File: src/sv/vpa_pkg.sv
`timescale 1ns / 1ps
package vpa_pkg;

	localparam int unsigned MAX_SEGMENTS = 64;
	localparam int unsigned MEM_UNITS    = 65536;
	localparam int unsigned ID_BITS      = 8;

	localparam int unsigned IDX_W   = $clog2(MAX_SEGMENTS);
	localparam int unsigned CNT_W   = $clog2(MAX_SEGMENTS + 1);
	localparam int unsigned SIZE_W  = $clog2(MEM_UNITS + 1);
	localparam int unsigned START_W = $clog2(MEM_UNITS);
	localparam int unsigned OWN_W   = (ID_BITS < 8) ? ID_BITS : 8;

	// register select, taken from paddr[2]
	localparam logic REG_FIT   = 1'b0;
	localparam logic REG_TOTAL = 1'b1;

	localparam logic MODE_ALLOC   = 1'b0;
	localparam logic MODE_RELEASE = 1'b1;

	typedef enum logic [1:0] {
		ST_OK      = 2'd0,
		ST_NOFIT   = 2'd1,
		ST_NOOWNER = 2'd2,
		ST_FULL    = 2'd3
	} status_t;

	typedef enum logic [2:0] {
		OP_NONE  = 3'd0,
		OP_INIT  = 3'd1,
		OP_MARK  = 3'd2,
		OP_SPLIT = 3'd3,
		OP_MERGE = 3'd4
	} op_t;

	typedef struct packed {
		logic [START_W-1:0] start;
		logic [SIZE_W-1:0]  size;
		logic               free;
		logic [OWN_W-1:0]   owner;
	} entry_t;

	typedef struct packed {
		logic               mode;
		logic               policy;
		logic [OWN_W-1:0]   owner;
		logic [SIZE_W-1:0]  want;
		logic [IDX_W-1:0]   cursor;
		logic [CNT_W-1:0]   count;
	} req_t;

	// scan word handed from cell to cell
	typedef struct packed {
		logic               tok;
		logic               a_found;
		logic [IDX_W-1:0]   a_idx;
		logic [SIZE_W-1:0]  a_size;
		logic [START_W-1:0] a_start;
		logic               b_found;
		logic [IDX_W-1:0]   b_idx;
		logic [SIZE_W-1:0]  b_size;
		logic [START_W-1:0] b_start;
		logic               p_free;
		logic [SIZE_W-1:0]  p_size;
		logic               m_prev_free;
		logic [SIZE_W-1:0]  m_prev_size;
		logic               m_want_next;
		logic               m_next_free;
		logic [SIZE_W-1:0]  m_next_size;
	} scan_t;

	typedef struct packed {
		op_t                op;
		logic [IDX_W-1:0]   idx;
		logic [1:0]         shift;
		logic [SIZE_W-1:0]  size;
		logic [START_W-1:0] rem_start;
		logic [SIZE_W-1:0]  rem_size;
		logic [OWN_W-1:0]   owner;
	} cmd_t;

endpackage

File: src/sv/vpa_ctrl.sv
`timescale 1ns / 1ps
module vpa_ctrl (
	input  logic                        clk,
	input  logic                        arst_n,
	input  logic                        s_tvalid,
	output logic                        s_tready,
	input  logic                        s_mode,
	input  logic [vpa_pkg::OWN_W-1:0]   s_owner,
	input  logic [vpa_pkg::SIZE_W-1:0]  s_want,
	input  logic                        fit_policy,
	input  logic                        init,
	input  vpa_pkg::scan_t              tail,
	output logic                        launch,
	output vpa_pkg::req_t               req,
	output vpa_pkg::cmd_t               cmd,
	output logic                        m_tvalid,
	input  logic                        m_tready,
	output vpa_pkg::status_t            status,
	output logic [vpa_pkg::START_W-1:0] granted
);

	typedef enum logic [2:0] {
		S_IDLE  = 3'b001,
		S_SCAN  = 3'b010,
		S_APPLY = 3'b100
	} state_t;

	state_t state_q;
	logic   launch_q;
	logic   mode_q, policy_q;
	logic [vpa_pkg::OWN_W-1:0]   owner_q;
	logic [vpa_pkg::SIZE_W-1:0]  want_q;
	logic [vpa_pkg::CNT_W-1:0]   count_q;
	logic [vpa_pkg::IDX_W-1:0]   cursor_q;
	logic                        m_valid_q;
	vpa_pkg::status_t            status_q;
	logic [vpa_pkg::START_W-1:0] granted_q;

	logic go;
	logic pick_found, split;
	logic [vpa_pkg::IDX_W-1:0]   pick_idx, base_idx;
	logic [vpa_pkg::SIZE_W-1:0]  pick_size, merged;
	logic [vpa_pkg::START_W-1:0] pick_start;
	logic [vpa_pkg::CNT_W-1:0]   idx1, count_n, cur_c, base_c;
	logic [vpa_pkg::IDX_W-1:0]   cursor_n;
	logic [1:0]                  shift;
	vpa_pkg::status_t            st_n;
	logic [vpa_pkg::START_W-1:0] gs_n;

	assign go = (state_q == S_APPLY) && (!m_valid_q || m_tready);

	always_comb begin
		if (policy_q && !tail.a_found) begin
			pick_found = tail.b_found;
			pick_idx   = tail.b_idx;
			pick_size  = tail.b_size;
			pick_start = tail.b_start;
		end else begin
			pick_found = tail.a_found;
			pick_idx   = tail.a_idx;
			pick_size  = tail.a_size;
			pick_start = tail.a_start;
		end
		split    = pick_size > want_q;
		idx1     = {1'b0, pick_idx} + 1'b1;
		cur_c    = {1'b0, cursor_q};
		base_idx = tail.m_prev_free ? tail.a_idx - 1'b1 : tail.a_idx;
		base_c   = {1'b0, base_idx};
		shift    = {1'b0, tail.m_prev_free} + {1'b0, tail.m_next_free};
		merged   = tail.a_size + (tail.m_prev_free ? tail.m_prev_size : '0)
			+ (tail.m_next_free ? tail.m_next_size : '0);

		cmd       = '0;
		cmd.op    = vpa_pkg::OP_NONE;
		cmd.owner = owner_q;
		st_n      = vpa_pkg::ST_OK;
		gs_n      = '0;
		count_n   = count_q;
		cursor_n  = cursor_q;

		if (mode_q == vpa_pkg::MODE_RELEASE) begin
			if (!tail.a_found) begin
				st_n = vpa_pkg::ST_NOOWNER;
			end else begin
				cmd.op    = vpa_pkg::OP_MERGE;
				cmd.idx   = base_idx;
				cmd.shift = shift;
				cmd.size  = merged;
				count_n   = count_q - {{(vpa_pkg::CNT_W-2){1'b0}}, shift};
				if (cur_c > base_c) begin
					if (cur_c >= base_c + {{(vpa_pkg::CNT_W-2){1'b0}}, shift}) begin
						cursor_n = cursor_q - {{(vpa_pkg::IDX_W-2){1'b0}}, shift};
					end else begin
						cursor_n = base_idx;
					end
				end
			end
		end else if (want_q == '0 || !pick_found) begin
			st_n = vpa_pkg::ST_NOFIT;
		end else if (split && count_q >= vpa_pkg::CNT_W'(vpa_pkg::MAX_SEGMENTS)) begin
			st_n = vpa_pkg::ST_FULL;
		end else begin
			gs_n    = pick_start;
			cmd.idx = pick_idx;
			if (split) begin
				cmd.op        = vpa_pkg::OP_SPLIT;
				cmd.size      = want_q;
				cmd.rem_start = pick_start + want_q[vpa_pkg::START_W-1:0];
				cmd.rem_size  = pick_size - want_q;
				count_n       = count_q + 1'b1;
				if (cursor_q > pick_idx) begin
					cursor_n = cursor_q + 1'b1;
				end
			end else begin
				cmd.op = vpa_pkg::OP_MARK;
			end
			if (policy_q) begin
				cursor_n = (idx1 < count_n) ? pick_idx + 1'b1 : '0;
			end
		end

		if (!go) begin
			cmd.op = vpa_pkg::OP_NONE;
		end
		if (init) begin
			cmd.op = vpa_pkg::OP_INIT;
		end
	end

	always_ff @(posedge clk or negedge arst_n) begin
		if (!arst_n) begin
			state_q   <= S_IDLE;
			launch_q  <= 1'b0;
			count_q   <= vpa_pkg::CNT_W'(1);
			cursor_q  <= '0;
			m_valid_q <= 1'b0;
		end else begin
			launch_q <= (state_q == S_IDLE) && s_tvalid;
			if (go) begin
				m_valid_q <= 1'b1;
			end else if (m_tready) begin
				m_valid_q <= 1'b0;
			end
			if (init) begin
				count_q  <= vpa_pkg::CNT_W'(1);
				cursor_q <= '0;
			end else if (go) begin
				count_q  <= count_n;
				cursor_q <= cursor_n;
			end
			case (state_q)
				S_IDLE: begin
					if (s_tvalid) begin
						state_q <= S_SCAN;
					end
				end
				S_SCAN: begin
					if (tail.tok) begin
						state_q <= S_APPLY;
					end
				end
				S_APPLY: begin
					if (go) begin
						state_q <= S_IDLE;
					end
				end
				default: begin
					state_q <= S_IDLE;
				end
			endcase
		end
	end

	always_ff @(posedge clk) begin
		if (state_q == S_IDLE && s_tvalid) begin
			mode_q   <= s_mode;
			owner_q  <= s_owner;
			want_q   <= s_want;
			policy_q <= fit_policy;
		end
		if (go) begin
			status_q  <= st_n;
			granted_q <= gs_n;
		end
	end

	assign s_tready   = (state_q == S_IDLE);
	assign launch     = launch_q;
	assign req.mode   = mode_q;
	assign req.policy = policy_q;
	assign req.owner  = owner_q;
	assign req.want   = want_q;
	assign req.cursor = cursor_q;
	assign req.count  = count_q;
	assign m_tvalid   = m_valid_q;
	assign status     = status_q;
	assign granted    = granted_q;

endmodule

File: config.mk
export PLATFORM = sky130hd
export DESIGN_NAME = vpa_ctrl
export DESIGN_NICKNAME = d
export VERILOG_FILES = /design/src/sv/vpa_pkg.sv /design/src/sv/vpa_ctrl.sv
export SDC_FILE = /design/constraint.sdc
export NUM_CORES = 1
export LEC_CHECK = 0
export BUFFER_PORTS_ARGS = -buffer_cell sky130_fd_sc_hd__buf_2
export CORE_ASPECT_RATIO = 1.5
export CORE_UTILIZATION = 45
export CTS_CLUSTER_SIZE = 24
export DETAILED_ROUTE_END_ITERATION = 8
export PLACE_DENSITY_LB_ADDON = 0.08
export SETUP_SLACK_MARGIN = 0.3
export SLEW_MARGIN = 20
export SYNTH_ARGS = -nofsm -noshare
export SYNTH_HDL_FRONTEND = slang
export SYNTH_SLANG_ARGS = --single-unit
File: constraint.sdc
create_clock -name clk -period 12.95 [get_ports clk]
set_input_delay 0.6475 -clock clk [delete_from_list [all_inputs] [get_ports clk]]
set_output_delay 0.6475 -clock clk [all_outputs]
set_load 0.05 [all_outputs]
## After elaboration in Yosys (flattened, before gate mapping)

Cells that the tools add are included.
Widths: inputs -> output; s select.

- Flip-flop bits (word level): 63
- Bits of input ports: 168

- Add/sub/neg operators: 13
- $lt $le $gt $ge: 6
- Equal/unequal tests: 10
- Muxes and demuxes: 52
- Reductions and logical operators: 18

Operators by type and width:

| cell | number |
|---|---|
| $mux 50 | 3 |
| $mux 6 | 14 |
| $mux 7 | 10 |
| $mux 17 | 4 |
| $add 17x17->17 | 2 |
| $mux 33 | 1 |
| $mux 28 | 1 |
| $gt 17x17->1 | 1 |
| $logic_not 17->1 | 1 |
| $sub 17x17->17 | 1 |
| $add 16x16->16 | 1 |
| $mux 16 | 1 |
| $mux 8 | 2 |
| $mux 3 | 5 |
| $add 6x1->6 const B | 2 |
| $gt 6x6->1 | 2 |
| $mux 2 | 5 |
| $mux 9 | 1 |
| $ne 3x3->1 const B | 3 |
| $pmux 3 s3 | 1 |
| $reduce_bool 4->1 | 2 |
| $add 6x1->7 const B | 1 |
| $add 6x2->7 | 1 |
| $add 7x1->7 const B | 1 |
| other kinds (21) | 33 |

## Logic depth before layout (Yosys ltp)

- Depth in word-level cells: 16
- Depth in mapped cells: 21
- Depth with buffers taken out: 17

## Worst setup path before layout

No wires, ideal clock.

- Path kind: input port to output port
- From: in tail[134] in the netlist's numbering
- To: out cmd[38] in the netlist's numbering
- Arrival: 6.437 ns
- Required time: 12.302 ns
- Setup slack: 5.865 ns
- Stages on the path: 14
- Buffers on the path: 4
- Cells stage by stage: nand2b_1 buf_1 clkbuf_1 buf_1 mux2_2 ha_1 and4_1 nand4_1 o31a_1 o22ai_2 and2_1 buf_2 nand2_1 a2111oi_0

RTL lines:

| what | RTL line | source |
|---|---|---|
| start: declaration | vpa_ctrl.sv:12 | `input vpa_pkg::scan_t tail,` |
| end: declaration | vpa_ctrl.sv:15 | `output vpa_pkg::cmd_t cmd,` |

==> qor.yml <==
slowest_stage: "edfxtp_1"
ir_drop_uv: 94.31
postCtsResizedCells: 0
dr.pass1.iters: 5
htree_num_levels: 3
drc: 0
async_reset_ff_frac: 0.2857
drive_gt1_frac: 0.3156
root_buffer: "clkbuf_16"
finalSetupTns_ns: 0
synth_commonest_cells: "82 x ha_1, 69 x nor2_1, 54 x inv_1"
fillCellCount: 1587
slowest_delay_ns: 0.53
crit_required_ns: 12.30
vias: 7347
synth-simple-area-share: 0.2062
die_y_microns: 160.6
final_nets: 1373
setup_viol: 0
synth_xor_area_frac: 0.06829
cts_sinks: 63
overflow: 0
post-route-util: 0.5704
post-route-period-util: 0.4527
cp-start-kind: "flip-flop"
core_area_sq_um: 16330
wirelength_microns: 23610
cts_tree: "yes"
synth-seq-cells: 63
grt_max_degree: 40
p_leak_nw: 4.479
vias_per_cell: 5.591
rsz0062_at_grt: "false"
criticalPathCategory: "reg2out"
cts_made_buffers: 9
dpl_cell_area_sq_um: 9036
critical-path-top-delay-family: "simple AND/OR/NAND/NOR gates"
port_buffers: 278
syn_avg_cell_area_sq_um: 8.923
synth_edf_count: 45
arrival_ns: 5.21
worstReg2RegEnd: "cursor_q[0]$_DFFE_PN0P_"
cts_hold_buffers: 0
synth_compound_area_frac: 0.1742
synth_area_leaders: "edfxtp_1 18%, ha_1 14%, fa_1 5.8%"
synth_top_area_frac: 0.1790
antenna_found_initial: 4
period_needed_ns: 5.862
grt_pass1_vias: 7099
synth_top_cell_by_area: "edfxtp_1"
stdcell_area_sq_um: 9316
path_clk_slew_ns: 0.06
status: "completed"
worstPathCellList: "nand2b_2, buf_4, mux2_2, ha_1, and4_1, nand4_1, o31a_1, o22ai_2, and2_1, nand2_1, buf_4, o21ai_0, buf_2"
place.gp.congestion: 0.9748
post-cts-setup-buffers: 0
row_count: 57
synth_nets: 1118
clock_path_buffers: 2
synth_top_flop_cell: "edfxtp_1"
die_x_microns: 107.8
grt_pass1_wl_microns: 36760
die_area_sq_um: 17310
drv_slew: 0
drt-initial-drc-count: 272
ff2ff_path_depth: 16
slew_headroom: 0.3731
hp-class: "in2async"
fmax_ghz: 0.1706
area_growth_pct: 23.42
place_hpwl_microns: 19050
io_pins: 298
grt_usage: 0.2764
initial_core_util: 0.4622
power_density_nw_per_um2: 150.8
synth.distinct_cells: 76
synthAdderAreaFrac: 0.1943
setup.worst_path.end_class: "primary output"
setup_slack_ns: 7.088
skew_ns: 0.009304
clk_latency_ns: 0.33
cp_max_fo: 39
muxShareOfSynthArea: 0.06647
finalPower_w: 0.001405
ys.warnings.count: 0
worst_pin_slew_ns: 0.9404
crit_buf_inv: 3
dp_slack_ns: 7.120
cp_common_cell: "buf_4"
syn_inst: 846
synth_top_family_by_area: "simple AND/OR/NAND/NOR gates"
hold_viol_final: 0
seq_area_frac_synth: 0.2390
synth.most_common_cell: "ha_1"
routedWlPerCell_microns: 17.97
cap_violations: 0
r2r_slack_ns: 7.59
synthesis.area_sq_um: 7548
r2r-start: "policy_q$_DFFE_PP_"
ant_nets: 0
-- worst max-delay path by stage --
stage,start,cells after the start,end,slack (ns)
finish,policy_q$_DFFE_PP_,13,cmd[42],7.09
global route,policy_q$_DFFE_PP_,13,cmd[42],6.75
CTS,policy_q$_DFFE_PP_,13,cmd[42],7.08
detailed placement,tail[134],14,cmd[42],7.12
global placement,tail[134],14,cmd[42],7.11
floorplan,tail[134],14,cmd[38],5.87
-- cells by family (layout without fill, tap and decap cells) --
logic type / count (synthesis) / after routing
simple gates: 290 / 290
compound gates: 194 / 194
fa+ha+maj: 104 / 104
buf+inv: 91 / 351
flops: 63 / 63
xor+xnor: 58 / 58
mux: 46 / 46
other cells: 0 / 2
-- cell type report --
cell class	instances	area, sq um	area share
antenna	2	5.005	0.0005372
clock buffer	11	242.7	0.02605
clock inverter	5	32.53	0.003492
inverter	54	202.7	0.02176
multi-input combinational	692	5358	0.5751
sequential	63	1804	0.1937
tap	206	257.7	0.02767
timing repair buffer	281	1414	0.1518
-- power by group --
group | internal, W | total, W | leakage [nW] | switching, W
Sequential | 0.000257 | 0.000303 | 0.654 | 0.0000467
Combinational | 0.000289 | 0.000879 | 3.70 | 0.000590
Clock | 0.000134 | 0.000223 | 0.130 | 0.0000884
-- cell usage in the layout (no fill, tap or decap), types with 7 or more instances in the layout --
cell       count
fa_1          22
xor2_1        30
o21a_1        10
nand2b_1      11
buf_2        278
a21oi_1       47
nor4_1         8
o21bai_1       7
dfrtp_1       16
edfxtp_1      45
clkbuf_16      9
xnor2_1       27
a211oi_1       9
o22ai_1       23
nand2_1       45
o211ai_1       7
ha_1          82
inv_1         54
and3_1        11
o21ai_0       30
nor3_1        21
nor2_1        69
or3_1          7
nand4_1        7
mux2_2        33
and2_1        40
a21o_1         9
nand3_1       19
mux2i_1       13
nor2b_1       24
-- flip-flops by register name, summed over array words and instances, names as in the netlist --
register,flops
granted,16
launch,1
cursor_q,6
owner_q,8
m_tvalid,1
state_q,3
mode_q,1
count_q,7
status,2
policy_q,1
want_q,17
-- metrics by stage --
| step | hold WS (ns) | cells |
|---|---|---|
| detailed placement | 0.5158 | 1296 |
| floorplan | 0.3519 | 846 |
| global route | 0.2867 | 1313 |
| global placement | 0.5076 | 1296 |
| finish | 0.2504 | 1314 |
| CTS | 0.2553 | 1312 |
-- layer usage --
metal,part of all wire,track usage,up-vias
met5,0.0011,0,-
met4,0.031,0.09651,4
met3,0.066,0.05560,48
met2,0.52,0.5076,276
met1,0.38,0.3103,3427
li1,-,-,3592
Power figures use the tool's default switching activity.
