File: src/sv/vpa_pkg.sv
`timescale 1ns / 1ps
package vpa_pkg;

	localparam int unsigned MAX_SEGMENTS = 64;
	localparam int unsigned MEM_UNITS    = 65536;
	localparam int unsigned ID_BITS      = 8;

	localparam int unsigned IDX_W   = $clog2(MAX_SEGMENTS);
	localparam int unsigned CNT_W   = $clog2(MAX_SEGMENTS + 1);
	localparam int unsigned SIZE_W  = $clog2(MEM_UNITS + 1);
	localparam int unsigned START_W = $clog2(MEM_UNITS);
	localparam int unsigned OWN_W   = (ID_BITS < 8) ? ID_BITS : 8;

	// register select, taken from paddr[2]
	localparam logic REG_FIT   = 1'b0;
	localparam logic REG_TOTAL = 1'b1;

	localparam logic MODE_ALLOC   = 1'b0;
	localparam logic MODE_RELEASE = 1'b1;

	typedef enum logic [1:0] {
		ST_OK      = 2'd0,
		ST_NOFIT   = 2'd1,
		ST_NOOWNER = 2'd2,
		ST_FULL    = 2'd3
	} status_t;

	typedef enum logic [2:0] {
		OP_NONE  = 3'd0,
		OP_INIT  = 3'd1,
		OP_MARK  = 3'd2,
		OP_SPLIT = 3'd3,
		OP_MERGE = 3'd4
	} op_t;

	typedef struct packed {
		logic [START_W-1:0] start;
		logic [SIZE_W-1:0]  size;
		logic               free;
		logic [OWN_W-1:0]   owner;
	} entry_t;

	typedef struct packed {
		logic               mode;
		logic               policy;
		logic [OWN_W-1:0]   owner;
		logic [SIZE_W-1:0]  want;
		logic [IDX_W-1:0]   cursor;
		logic [CNT_W-1:0]   count;
	} req_t;

	// scan word handed from cell to cell
	typedef struct packed {
		logic               tok;
		logic               a_found;
		logic [IDX_W-1:0]   a_idx;
		logic [SIZE_W-1:0]  a_size;
		logic [START_W-1:0] a_start;
		logic               b_found;
		logic [IDX_W-1:0]   b_idx;
		logic [SIZE_W-1:0]  b_size;
		logic [START_W-1:0] b_start;
		logic               p_free;
		logic [SIZE_W-1:0]  p_size;
		logic               m_prev_free;
		logic [SIZE_W-1:0]  m_prev_size;
		logic               m_want_next;
		logic               m_next_free;
		logic [SIZE_W-1:0]  m_next_size;
	} scan_t;

	typedef struct packed {
		op_t                op;
		logic [IDX_W-1:0]   idx;
		logic [1:0]         shift;
		logic [SIZE_W-1:0]  size;
		logic [START_W-1:0] rem_start;
		logic [SIZE_W-1:0]  rem_size;
		logic [OWN_W-1:0]   owner;
	} cmd_t;

endpackage

File: src/sv/vpa_cell.sv
`timescale 1ns / 1ps
module vpa_cell #(
	parameter int unsigned CELL_IDX = 0
) (
	input  logic            clk,
	input  logic            arst_n,
	input  vpa_pkg::req_t   req,
	input  vpa_pkg::cmd_t   cmd,
	input  logic [vpa_pkg::SIZE_W-1:0] init_total,
	input  vpa_pkg::scan_t  carry_in,
	output vpa_pkg::scan_t  carry_out,
	input  vpa_pkg::entry_t nb_prev,
	input  vpa_pkg::entry_t nb_next1,
	input  vpa_pkg::entry_t nb_next2,
	output vpa_pkg::entry_t ent
);

	localparam logic [vpa_pkg::CNT_W-1:0] MY  = vpa_pkg::CNT_W'(CELL_IDX);
	localparam logic [vpa_pkg::IDX_W-1:0] MYI = vpa_pkg::IDX_W'(CELL_IDX);

	vpa_pkg::entry_t ent_q;
	vpa_pkg::scan_t  carry_q;
	vpa_pkg::scan_t  nxt;
	logic            valid;
	logic            fits;
	logic [vpa_pkg::CNT_W-1:0] cidx;

	assign valid = MY < req.count;
	assign fits  = valid && ent_q.free && (ent_q.size >= req.want);
	assign cidx  = {1'b0, cmd.idx};

	always_comb begin
		nxt = carry_in;
		nxt.p_free = valid && ent_q.free;
		nxt.p_size = ent_q.size;
		if (req.mode == vpa_pkg::MODE_RELEASE) begin
			if (!carry_in.a_found && valid && !ent_q.free && ent_q.owner == req.owner) begin
				nxt.a_found     = 1'b1;
				nxt.a_idx       = MYI;
				nxt.a_size      = ent_q.size;
				nxt.a_start     = ent_q.start;
				nxt.m_prev_free = carry_in.p_free;
				nxt.m_prev_size = carry_in.p_size;
				nxt.m_want_next = 1'b1;
			end else if (carry_in.m_want_next) begin
				nxt.m_next_free = valid && ent_q.free;
				nxt.m_next_size = ent_q.size;
				nxt.m_want_next = 1'b0;
			end
		end else if (req.policy) begin
			// first fit at or after the cursor, and first fit overall for the wrap
			if (fits && !carry_in.a_found && MY >= {1'b0, req.cursor}) begin
				nxt.a_found = 1'b1;
				nxt.a_idx   = MYI;
				nxt.a_size  = ent_q.size;
				nxt.a_start = ent_q.start;
			end
			if (fits && !carry_in.b_found) begin
				nxt.b_found = 1'b1;
				nxt.b_idx   = MYI;
				nxt.b_size  = ent_q.size;
				nxt.b_start = ent_q.start;
			end
		end else begin
			if (fits && (!carry_in.a_found || ent_q.size > carry_in.a_size)) begin
				nxt.a_found = 1'b1;
				nxt.a_idx   = MYI;
				nxt.a_size  = ent_q.size;
				nxt.a_start = ent_q.start;
			end
		end
	end

	always_ff @(posedge clk or negedge arst_n) begin
		if (!arst_n) begin
			carry_q.tok <= 1'b0;
		end else if (carry_in.tok) begin
			carry_q <= nxt;
		end else begin
			carry_q.tok <= 1'b0;
		end
	end

	always_ff @(posedge clk or negedge arst_n) begin
		if (!arst_n) begin
			ent_q.start <= '0;
			ent_q.size  <= vpa_pkg::SIZE_W'(vpa_pkg::MEM_UNITS);
			ent_q.free  <= 1'b1;
			ent_q.owner <= '0;
		end else begin
			case (cmd.op)
				vpa_pkg::OP_INIT: begin
					ent_q.start <= '0;
					ent_q.size  <= init_total;
					ent_q.free  <= 1'b1;
					ent_q.owner <= '0;
				end
				vpa_pkg::OP_MARK: begin
					if (MY == cidx) begin
						ent_q.free  <= 1'b0;
						ent_q.owner <= cmd.owner;
					end
				end
				vpa_pkg::OP_SPLIT: begin
					if (MY == cidx) begin
						ent_q.size  <= cmd.size;
						ent_q.free  <= 1'b0;
						ent_q.owner <= cmd.owner;
					end else if (MY == cidx + 1'b1) begin
						ent_q.start <= cmd.rem_start;
						ent_q.size  <= cmd.rem_size;
						ent_q.free  <= 1'b1;
						ent_q.owner <= '0;
					end else if (MY > cidx + 1'b1) begin
						ent_q <= nb_prev;
					end
				end
				vpa_pkg::OP_MERGE: begin
					if (MY == cidx) begin
						ent_q.size  <= cmd.size;
						ent_q.free  <= 1'b1;
						ent_q.owner <= '0;
					end else if (MY > cidx) begin
						if (cmd.shift == 2'd1) begin
							ent_q <= nb_next1;
						end else if (cmd.shift == 2'd2) begin
							ent_q <= nb_next2;
						end
					end
				end
				default: begin
				end
			endcase
		end
	end

	assign carry_out = carry_q;
	assign ent       = ent_q;

endmodule

File: config.mk
export PLATFORM = sky130hd
export DESIGN_NAME = vpa_cell
export DESIGN_NICKNAME = d
export VERILOG_FILES = /design/src/sv/vpa_pkg.sv /design/src/sv/vpa_cell.sv
export SDC_FILE = /design/constraint.sdc
export NUM_CORES = 1
export LEC_CHECK = 0
export BUFFER_PORTS_ARGS = -buffer_cell sky130_fd_sc_hd__buf_2
export CAP_MARGIN = 20
export CELL_PAD_IN_SITES_DETAIL_PLACEMENT = 1
export CELL_PAD_IN_SITES_GLOBAL_PLACEMENT = 2
export CORE_AREA = 2 2 222 224
export DETAILED_ROUTE_END_ITERATION = 6
export DIE_AREA = 0 0 224 226
export GPL_TIMING_DRIVEN = 0
export HOLD_SLACK_MARGIN = 0.08
export PLACE_DENSITY = 0.74
export SLEW_MARGIN = 20
export SYNTH_ARGS = -nofsm -noshare
export SYNTH_HDL_FRONTEND = slang
export SYNTH_SLANG_ARGS = --single-unit
File: constraint.sdc
create_clock -name clk -period 3.12 [get_ports clk]
set_input_delay 0.624 -clock clk [delete_from_list [all_inputs] [get_ports clk]]
set_output_delay 0.624 -clock clk [all_outputs]
set_load 0.02 [all_outputs]
After elaboration in Yosys (flattened, before gate mapping)
Index checks and enable logic that the tools add are counted.
Widths: inputs -> output; s select.
{"block": "word_totals", "inputBits": 390, "ff_bits": 178, "wordCells": 90, "output_inout_bits": 178}
{"block": "classes", "order_cmp": 6, "mux": 26, "addsub": 1, "eq_ne": 16, "reduce_logical": 21}
{"cell": "$mux 40", "n": 8}
{"cell": "$mux 42", "n": 5}
{"cell": "$pmux 33 s3", "n": 1}
{"cell": "$mux 18", "n": 3}
{"cell": "$mux 26", "n": 2}
{"cell": "$mux 37", "n": 1}
{"cell": "$pmux 9 s4", "n": 1}
{"cell": "$mux 16", "n": 2}
{"cell": "$ge 17x17->1", "n": 1}
{"cell": "$gt 17x17->1", "n": 1}
{"cell": "$logic_not 7->1", "n": 2}
{"cell": "$logic_and 1x1->1", "n": 9}
{"cell": "$mux 9", "n": 1}
{"cell": "$ne 3x3->1 const B", "n": 3}
{"cell": "$eq 8x8->1", "n": 1}
{"cell": "$ne 2x2->1 const B", "n": 4}
{"cell": "$ne 4x4->1 const B", "n": 2}
{"cell": "$add 6x1->7 const B", "n": 1}
{"cell": "$gt 1x7->1 const A", "n": 1}
{"cell": "$lt 1x7->1 const A", "n": 1}
{"cell": "$eq 3x2->1 const B", "n": 2}
{"cell": "$ge 1x6->1 const A", "n": 1}
{"cell": "$gt 1x6->1 const A", "n": 1}
{"cell": "$reduce_and 6->1", "n": 1}
{"cell": "12 further kinds", "n": 15}

Logic depth before layout (Yosys ltp)
Gate-level depths: netlist of the first run.
{"block": "logic_depth", "depth_word": 8, "mapped_depth": 11, "depth_no_buf": 9}

Worst setup path after synthesis of the first run
No wires, ideal clock.
{"block": "synth_path", "kind": "input to register", "start": "input carry_in[135] in the netlist's numbering", "end": "register carry_q (netlist bit carry_out[0]), enable pin", "setup_ps": 510, "t_arrival_ps": 3713, "required_ps": 2610, "path_slack_ps": -1103, "n_path_buf": 0, "cell_stages": 1, "cell_sequence": "and2_1"}
{"block": "synth_between", "elab_chain_len": 1}
{"element": "start: declaration", "line_no": "vpa_cell.sv:10", "source": "input vpa_pkg::scan_t carry_in,"}
{"element": "$reduce_and 2->1 (no line)"}
{"element": "end signal: assignment", "line_no": "vpa_cell.sv:78", "source": "carry_q <= nxt;"}
{"element": "end: declaration", "line_no": "vpa_cell.sv:22", "source": "vpa_pkg::scan_t carry_q;"}
No other way between the ends.
A chain may end at the register's enable or synchronous reset.

==> results of run 1 <==
-- area by class of cell --
class | instances | area [um^2] | area share (%)
plain buffers | 44 | 295 | 2.22
clock buffers | 18 | 439 | 3.30
clock inverters | 14 | 131 | 0.986
inverters | 41 | 154 | 1.16
repair buffers | 516 | 2670 | 20.0
diodes | 2 | 5.00 | 0.0376
well taps | 622 | 778 | 5.84
multi-input cells | 425 | 3700 | 27.7
flip-flops and latches | 178 | 5150 | 38.7
-- logic make-up after synthesis --
| logic type | count (synthesis) | share of synthesized area, % |
|---|---|---|
| mux | 161 | 19.2 |
| compound gates | 120 | 8.81 |
| buf+inv | 86 | 4.76 |
| fa+ha+maj | 37 | 5.01 |
| flops | 178 | 55.6 |
| xor+xnor | 8 | 0.759 |
| simple gates | 99 | 5.87 |
-- critical path, stage by stage, from the launching register on --
cell	delay (ns)
dfrtp_2	0.46
ha_1	0.30
nand4_1	0.13
nor2_1	0.15
nand2_2	0.11
o221ai_1	0.35
nand2_1	0.13
a221oi_2	0.22
buf_4	0.17
buf_8	0.16
buf_8	0.17
mux2_4	0.30
-- cells in the mapped netlist (11+ instances only) --
library cell	count
dfrtp_1	41
buf_4	21
a21oi_1	18
ha_1	37
a22oi_1	25
mux2_2	114
mux2i_1	43
nand2_1	30
inv_1	41
and2_1	13
edfxtp_1	135
o31ai_1	11
clkbuf_1	13
nor2_1	14
o21ai_0	29
-- report_power, final --
part / total, mW / leakage [nW] / switching [mW] / internal [mW]
Clock: 2.19 / 0.272 / 1.06 / 1.13
Combinational: 1.57 / 4.13 / 0.855 / 0.720
Sequential: 2.93 / 1.81 / 0.148 / 2.79
Total: 6.70 / 6.21 / 2.06 / 4.63
-- path summary, 6_finish.rpt --
check	slack, ns	startpoint	endpoint	cells past startpoint
hold / removal	0.16	arst_n	ent[33]	1
setup / recovery	0.20	ent[10]	carry_out[127]	11
max in group asynchronous	2.40	arst_n	ent[16]	1
setup reg to reg	0.20	ent[10]	carry_out[127]	11
min in group clk	0.27	carry_in[135]	carry_out[135]	1
hold reg to reg	0.54	ent[29]	ent[29]	2
-- flip-flops by register name, indices dropped and copies added, names as in the netlist --
signal     count
carry_out    136
ent           42
-- layer usage --
| metal | wire (um) | global-route usage [%] | part of all wire [%] | up-vias |
|---|---|---|---|---|
| li1 | - | - | - | 3653 |
| met1 | 15500 | 17.2 | 41 | 3771 |
| met2 | 19600 | 25.9 | 51 | 304 |
| met3 | 2530 | 4.06 | 6.6 | 36 |
| met4 | 637 | 5.16 | 1.7 | 6 |
| met5 | 46 | 0 | 0.12 | - |
-- repair_timing --
item / in CTS / in global routing
setup buffers: 6 / 9
gates resized for setup: 15 / 13
pin swaps: 3 / 8
setup endpoints to repair: 78 / 21
==> run summary, run 1 <==
Register area share after synthesis = 55.6%
FMAX = 0.343 GHz
Mean Syn Cell Area = 13.4 um^2
Pwr dens = 503 mW/mm^2
Clock Root Buffer = clkbuf_16
GPL Wtd Cong = 0.758
Die height = 226 um
Number of unique standard cell types used by synthesis = 52
Die width = 224 um
Power Total = 6.70 mW
DRT Wirelength = 38300 um
Synth area leaders = edfxtp_1 (44%), mux2_2 (14%), dfrtp_1 (11%), ha_1 (5.0%), mux2i_1 (4.7%)
Setup Viol. Count Final = 0
Post-route clock skew = 0.0148 ns
Fin crit share = 93.5%
H-tree depth = 4
Gr ovfl total = 0
Max-cap violations = 0
Fin. Hold Viols = 0
TNS Setup = 0 ns
Worst path required time = 3.35 ns
Share of the synthesized area in the top cell type = 43.9%
Area delta synth->final = 44.3%
Clock transition at the registers of the reported paths = 0.07 ns
Row count = 81
Async SR Flop Fraction = 24.2%
Vias per cell = 4.18
TritonCTS buffer count = 17
Initial core utilization = 19.1%
Antenna viol nets, final = 0
Layout net count = 1650
Vias in the first global route = 8241
Total GRT Usage = 14.8%
Top FF cell, synth = edfxtp_1
Finished Layout Cells = 1860
Synth warnings = 0
Synth area leader = edfxtp_1
Status = finished clean
Post-place setup slack = -0.528 ns
Post-synth EDFFs = 135
Worst skew pair latency = 0.48 ns
Worst-Margin Slew = 0.810 ns
DIE AREA = 0.0506 mm^2
Most common cell after layout, fill and taps aside = buf_2
Min Clock Period, post-route = 2.92 ns
Setup crit end kind = flop
Area after DPL = 0.0126 mm^2
Antenna violations before repair = 8
Crit path kind = reg -> reg
Final core occ = 27.6%
Inst Count DP = 1812
HPWL Detailed = 30200 um
WL/cell = 20.6 um
Vias = 7770
Crit start category = flop
Rel. slew slack = 46.0%
Drt drc = 0
Filler instances = 5569
CORE AREA = 0.0483 mm^2
Port bufs = 499
Gate Count Post-Synth = 689
Post-Syn Nets = 1116
WP data arrival = 3.15 ns
Most frequent cells in the layout = buf_2 (505), edfxtp_1 (135), mux2_2 (114), mux2i_1 (43), inv_1 (41)
Max-slew violation count = 0
TritonCTS clock tree = yes
Cell area after layout = 0.0133 mm^2
Pleak = 6.21 nW
Hold Path Class = in -> async
Share of layout cells above drive strength 1 = 59.4%
Yosys reg bits = 178
1st-iter DRT viols = 299
Fin worst setup slack = 0.203 ns
DR pass1 iterations = 4
Hold Slack = 0.164 ns
CTS Sinks = 178
CTS Hold Bufs = 0
Global-route wire length before repair = 53300 um
Largest net degree at the start of global routing = 53
Crit Path Max Fanout = 10
Cell area after synthesis = 0.00923 mm^2
Max Root-Sink Buffers = 2
VDD IR max = 0.000278 V
Top-Level Pins = 568
(Power assumes the default switching activity.)
==> inputs of run 2 (changes only) <==
--- a/config.mk
+++ b/config.mk
@@ -5,7 +5,7 @@
 export SDC_FILE = /design/constraint.sdc
 export NUM_CORES = 1
 export LEC_CHECK = 0
-export BUFFER_PORTS_ARGS = -buffer_cell sky130_fd_sc_hd__buf_2
+export BUFFER_PORTS_ARGS = -buffer_cell sky130_fd_sc_hd__buf_4
 export CAP_MARGIN = 20
 export CELL_PAD_IN_SITES_DETAIL_PLACEMENT = 1
 export CELL_PAD_IN_SITES_GLOBAL_PLACEMENT = 2
==> run 2 against run 1 <==
Clock-buffer cell count fell by 1. Power rose by 6.9%. Register-to-register slack got worse by 0.09 ns. Worst setup slack got worse by 0.087 ns. Hold slack got worse by 0.013 ns. Via count fell by 0.66%. Largest power group unchanged. Flip-flop and latch count did not move. Combinational power rose by 9.6%. Critical path depth fell by 1. Clock skew fell by 0.00096 ns. Global-route usage rose by 0.44 points.
==> run summary, run 2 (synthesized netlist as in run 1, its figures left out) <==
Met3 usage = 4.92%
Clock Root Buffer = clkbuf_16
Cell-by-cell trace of the critical path = xor2_1, or3_1, nor4_4, nand2_1, a21boi_2, a221oi_2, buf_4, buf_6, buf_12, mux2_2
Status = finished clean
Worst skew pair latency = 0.50 ns
Row count = 81
Area of the multi-input gates = 0.00371 mm^2
Pleak = 6.63 nW
Drt drc = 0
Share of layout cells above drive strength 1 = 59.0%
Crit start category = flop
Max-slew violation count = 0
Filler instances = 5390
Die height = 226 um
Antenna violations before repair = 5
R2r worst-path depth = 10
FF/Latch Area = 0.00515 mm^2
Min Clock Period, post-route = 3.00 ns
Setup Viol. Count Final = 0
Post-route clock skew = 0.0138 ns
TritonCTS clock tree = yes
Cell area after layout = 0.0146 mm^2
CP peak stage delay = 0.48 ns
Pwr dens = 490 mW/mm^2
Worst-Margin Slew = 1.07 ns
Hold Path Class = in -> async
GR Util met2 = 26.6%
HPWL Detailed = 31100 um
Max Root-Sink Buffers = 2
Vias per cell = 4.16
Vias = 7719
Vias in the first global route = 8281
Most common cell after layout, fill and taps aside = buf_4
Area after DPL = 0.0138 mm^2
VDD IR max = 0.000231 V
Fin crit share = 96.3%
Clock transition at the registers of the reported paths = 0.08 ns
Setup crit end kind = flop
TritonCTS buffer count = 17
Die width = 224 um
Power Total = 7.16 mW
Crit path kind = reg -> reg
Worst path slowest cell = nor4_4
DRT Wirelength = 39300 um
Antenna viol nets, final = 0
Global-route wire length before repair = 54700 um
Worst path required time = 3.36 ns
Top Usage Layer GRT = met2
Max reg flops = 136
1st-iter DRT viols = 270
GR Util met1 = 17.7%
Rel. slew slack = 28.9%
H-tree depth = 4
Top-Level Pins = 568
Layout net count = 1645
Final core occ = 30.2%
WL/cell = 21.2 um
Total GRT Usage = 15.2%
WP data arrival = 3.25 ns
FMAX = 0.333 GHz
Max-cap violations = 0
DIE AREA = 0.0506 mm^2
Initial core utilization = 19.1%
CTS Sinks = 178
Gr ovfl total = 0
CORE AREA = 0.0483 mm^2
Crit Path Max Fanout = 9
Area delta synth->final = 58.4%
Most frequent cells in the layout = buf_4 (527), edfxtp_1 (135), mux2_2 (114), mux2i_1 (43), inv_1 (41)
GPL Wtd Cong = 0.750
Fin. Hold Viols = 0
Port bufs = 499
Largest net degree at the start of global routing = 52
DR pass1 iterations = 4
==> run 2: cell types whose count changed in the layout (fill, tap and decap cells not counted), sizes merged <==
cell,change
diode,-1
clkbuf,-1
buf,-5
bufinv,+3
inv,+2
clkinv,-4
==> run 2: cell type report <==
cell class	instances	share of cell area, %
plain buffers	44	1.96
repair buffers	511	26.6
diodes	1	0.0171
inverters	41	1.05
clock buffers	17	2.91
well taps	622	5.32
flip-flops and latches	178	35.2
multi-input cells	425	25.4
clock inverters	15	1.53
==> run 2: critical path: cells and delay by family (launching register included) <==
| family | cells | cell delay [ns] |
|---|---|---|
| AND/OR/NAND/NOR | 3 | 1.04 |
| buffers and inverters | 3 | 0.42 |
| flip-flops | 1 | 0.41 |
| AO/OA/AOI/OAI | 2 | 0.37 |
| multiplexers | 1 | 0.34 |
| XOR/XNOR | 1 | 0.16 |
==> run 2: worst paths after layout <==
kind,from,to,slack (ns)
max,ent[2],carry_out[103],0.12
min,arst_n,carry_out[135],0.15
max reg2reg,ent[2],carry_out[103],0.12
min reg2reg,ent[10],carry_out[38],0.53
max in group asynchronous,arst_n,ent[20],2.39
min in group clk,carry_in[135],carry_out[135],0.25
==> run 2: timing repair <==
action,CTS,global route
pin swaps,1,4
endpoints found under the setup margin,65,34
setup buffers,1,8
gates resized for setup,5,18
gates cloned,0,0
hold buffers,0,0
==> run 2: power by group <==
group	internal, mW	total [mW]	switching (mW)
clock	1.36	2.47	1.10
combinational	0.906	1.72	0.814
sequential	2.79	2.98	0.191
total	5.06	7.16	2.11
==> run 2: metrics by stage <==
| stage | setup TNS (ns) | cells | worst slack, ns | hold WS [ns] |
|---|---|---|---|---|
| finish | 0 | 1854 | 0.116 | 0.151 |
| global route | -0.557 | 1853 | -0.0334 | 0.170 |
| CTS | 0 | 1846 | 0.00491 | 0.141 |
| detailed placement | -31.44 | 1813 | -0.542 | 0.520 |
| global placement | -207.37 | 1810 | -1.34 | 0.515 |
| floorplan | 0 | 689 | 0.234 | 0.328 |
==> run 2: metal layers <==
layer  wire (um)  vias to the layer above
li1            -                     3636
met1       16000                     3752
met2       20000                      292
met3        2740                       35
met4         537                        4
met5          36                        -
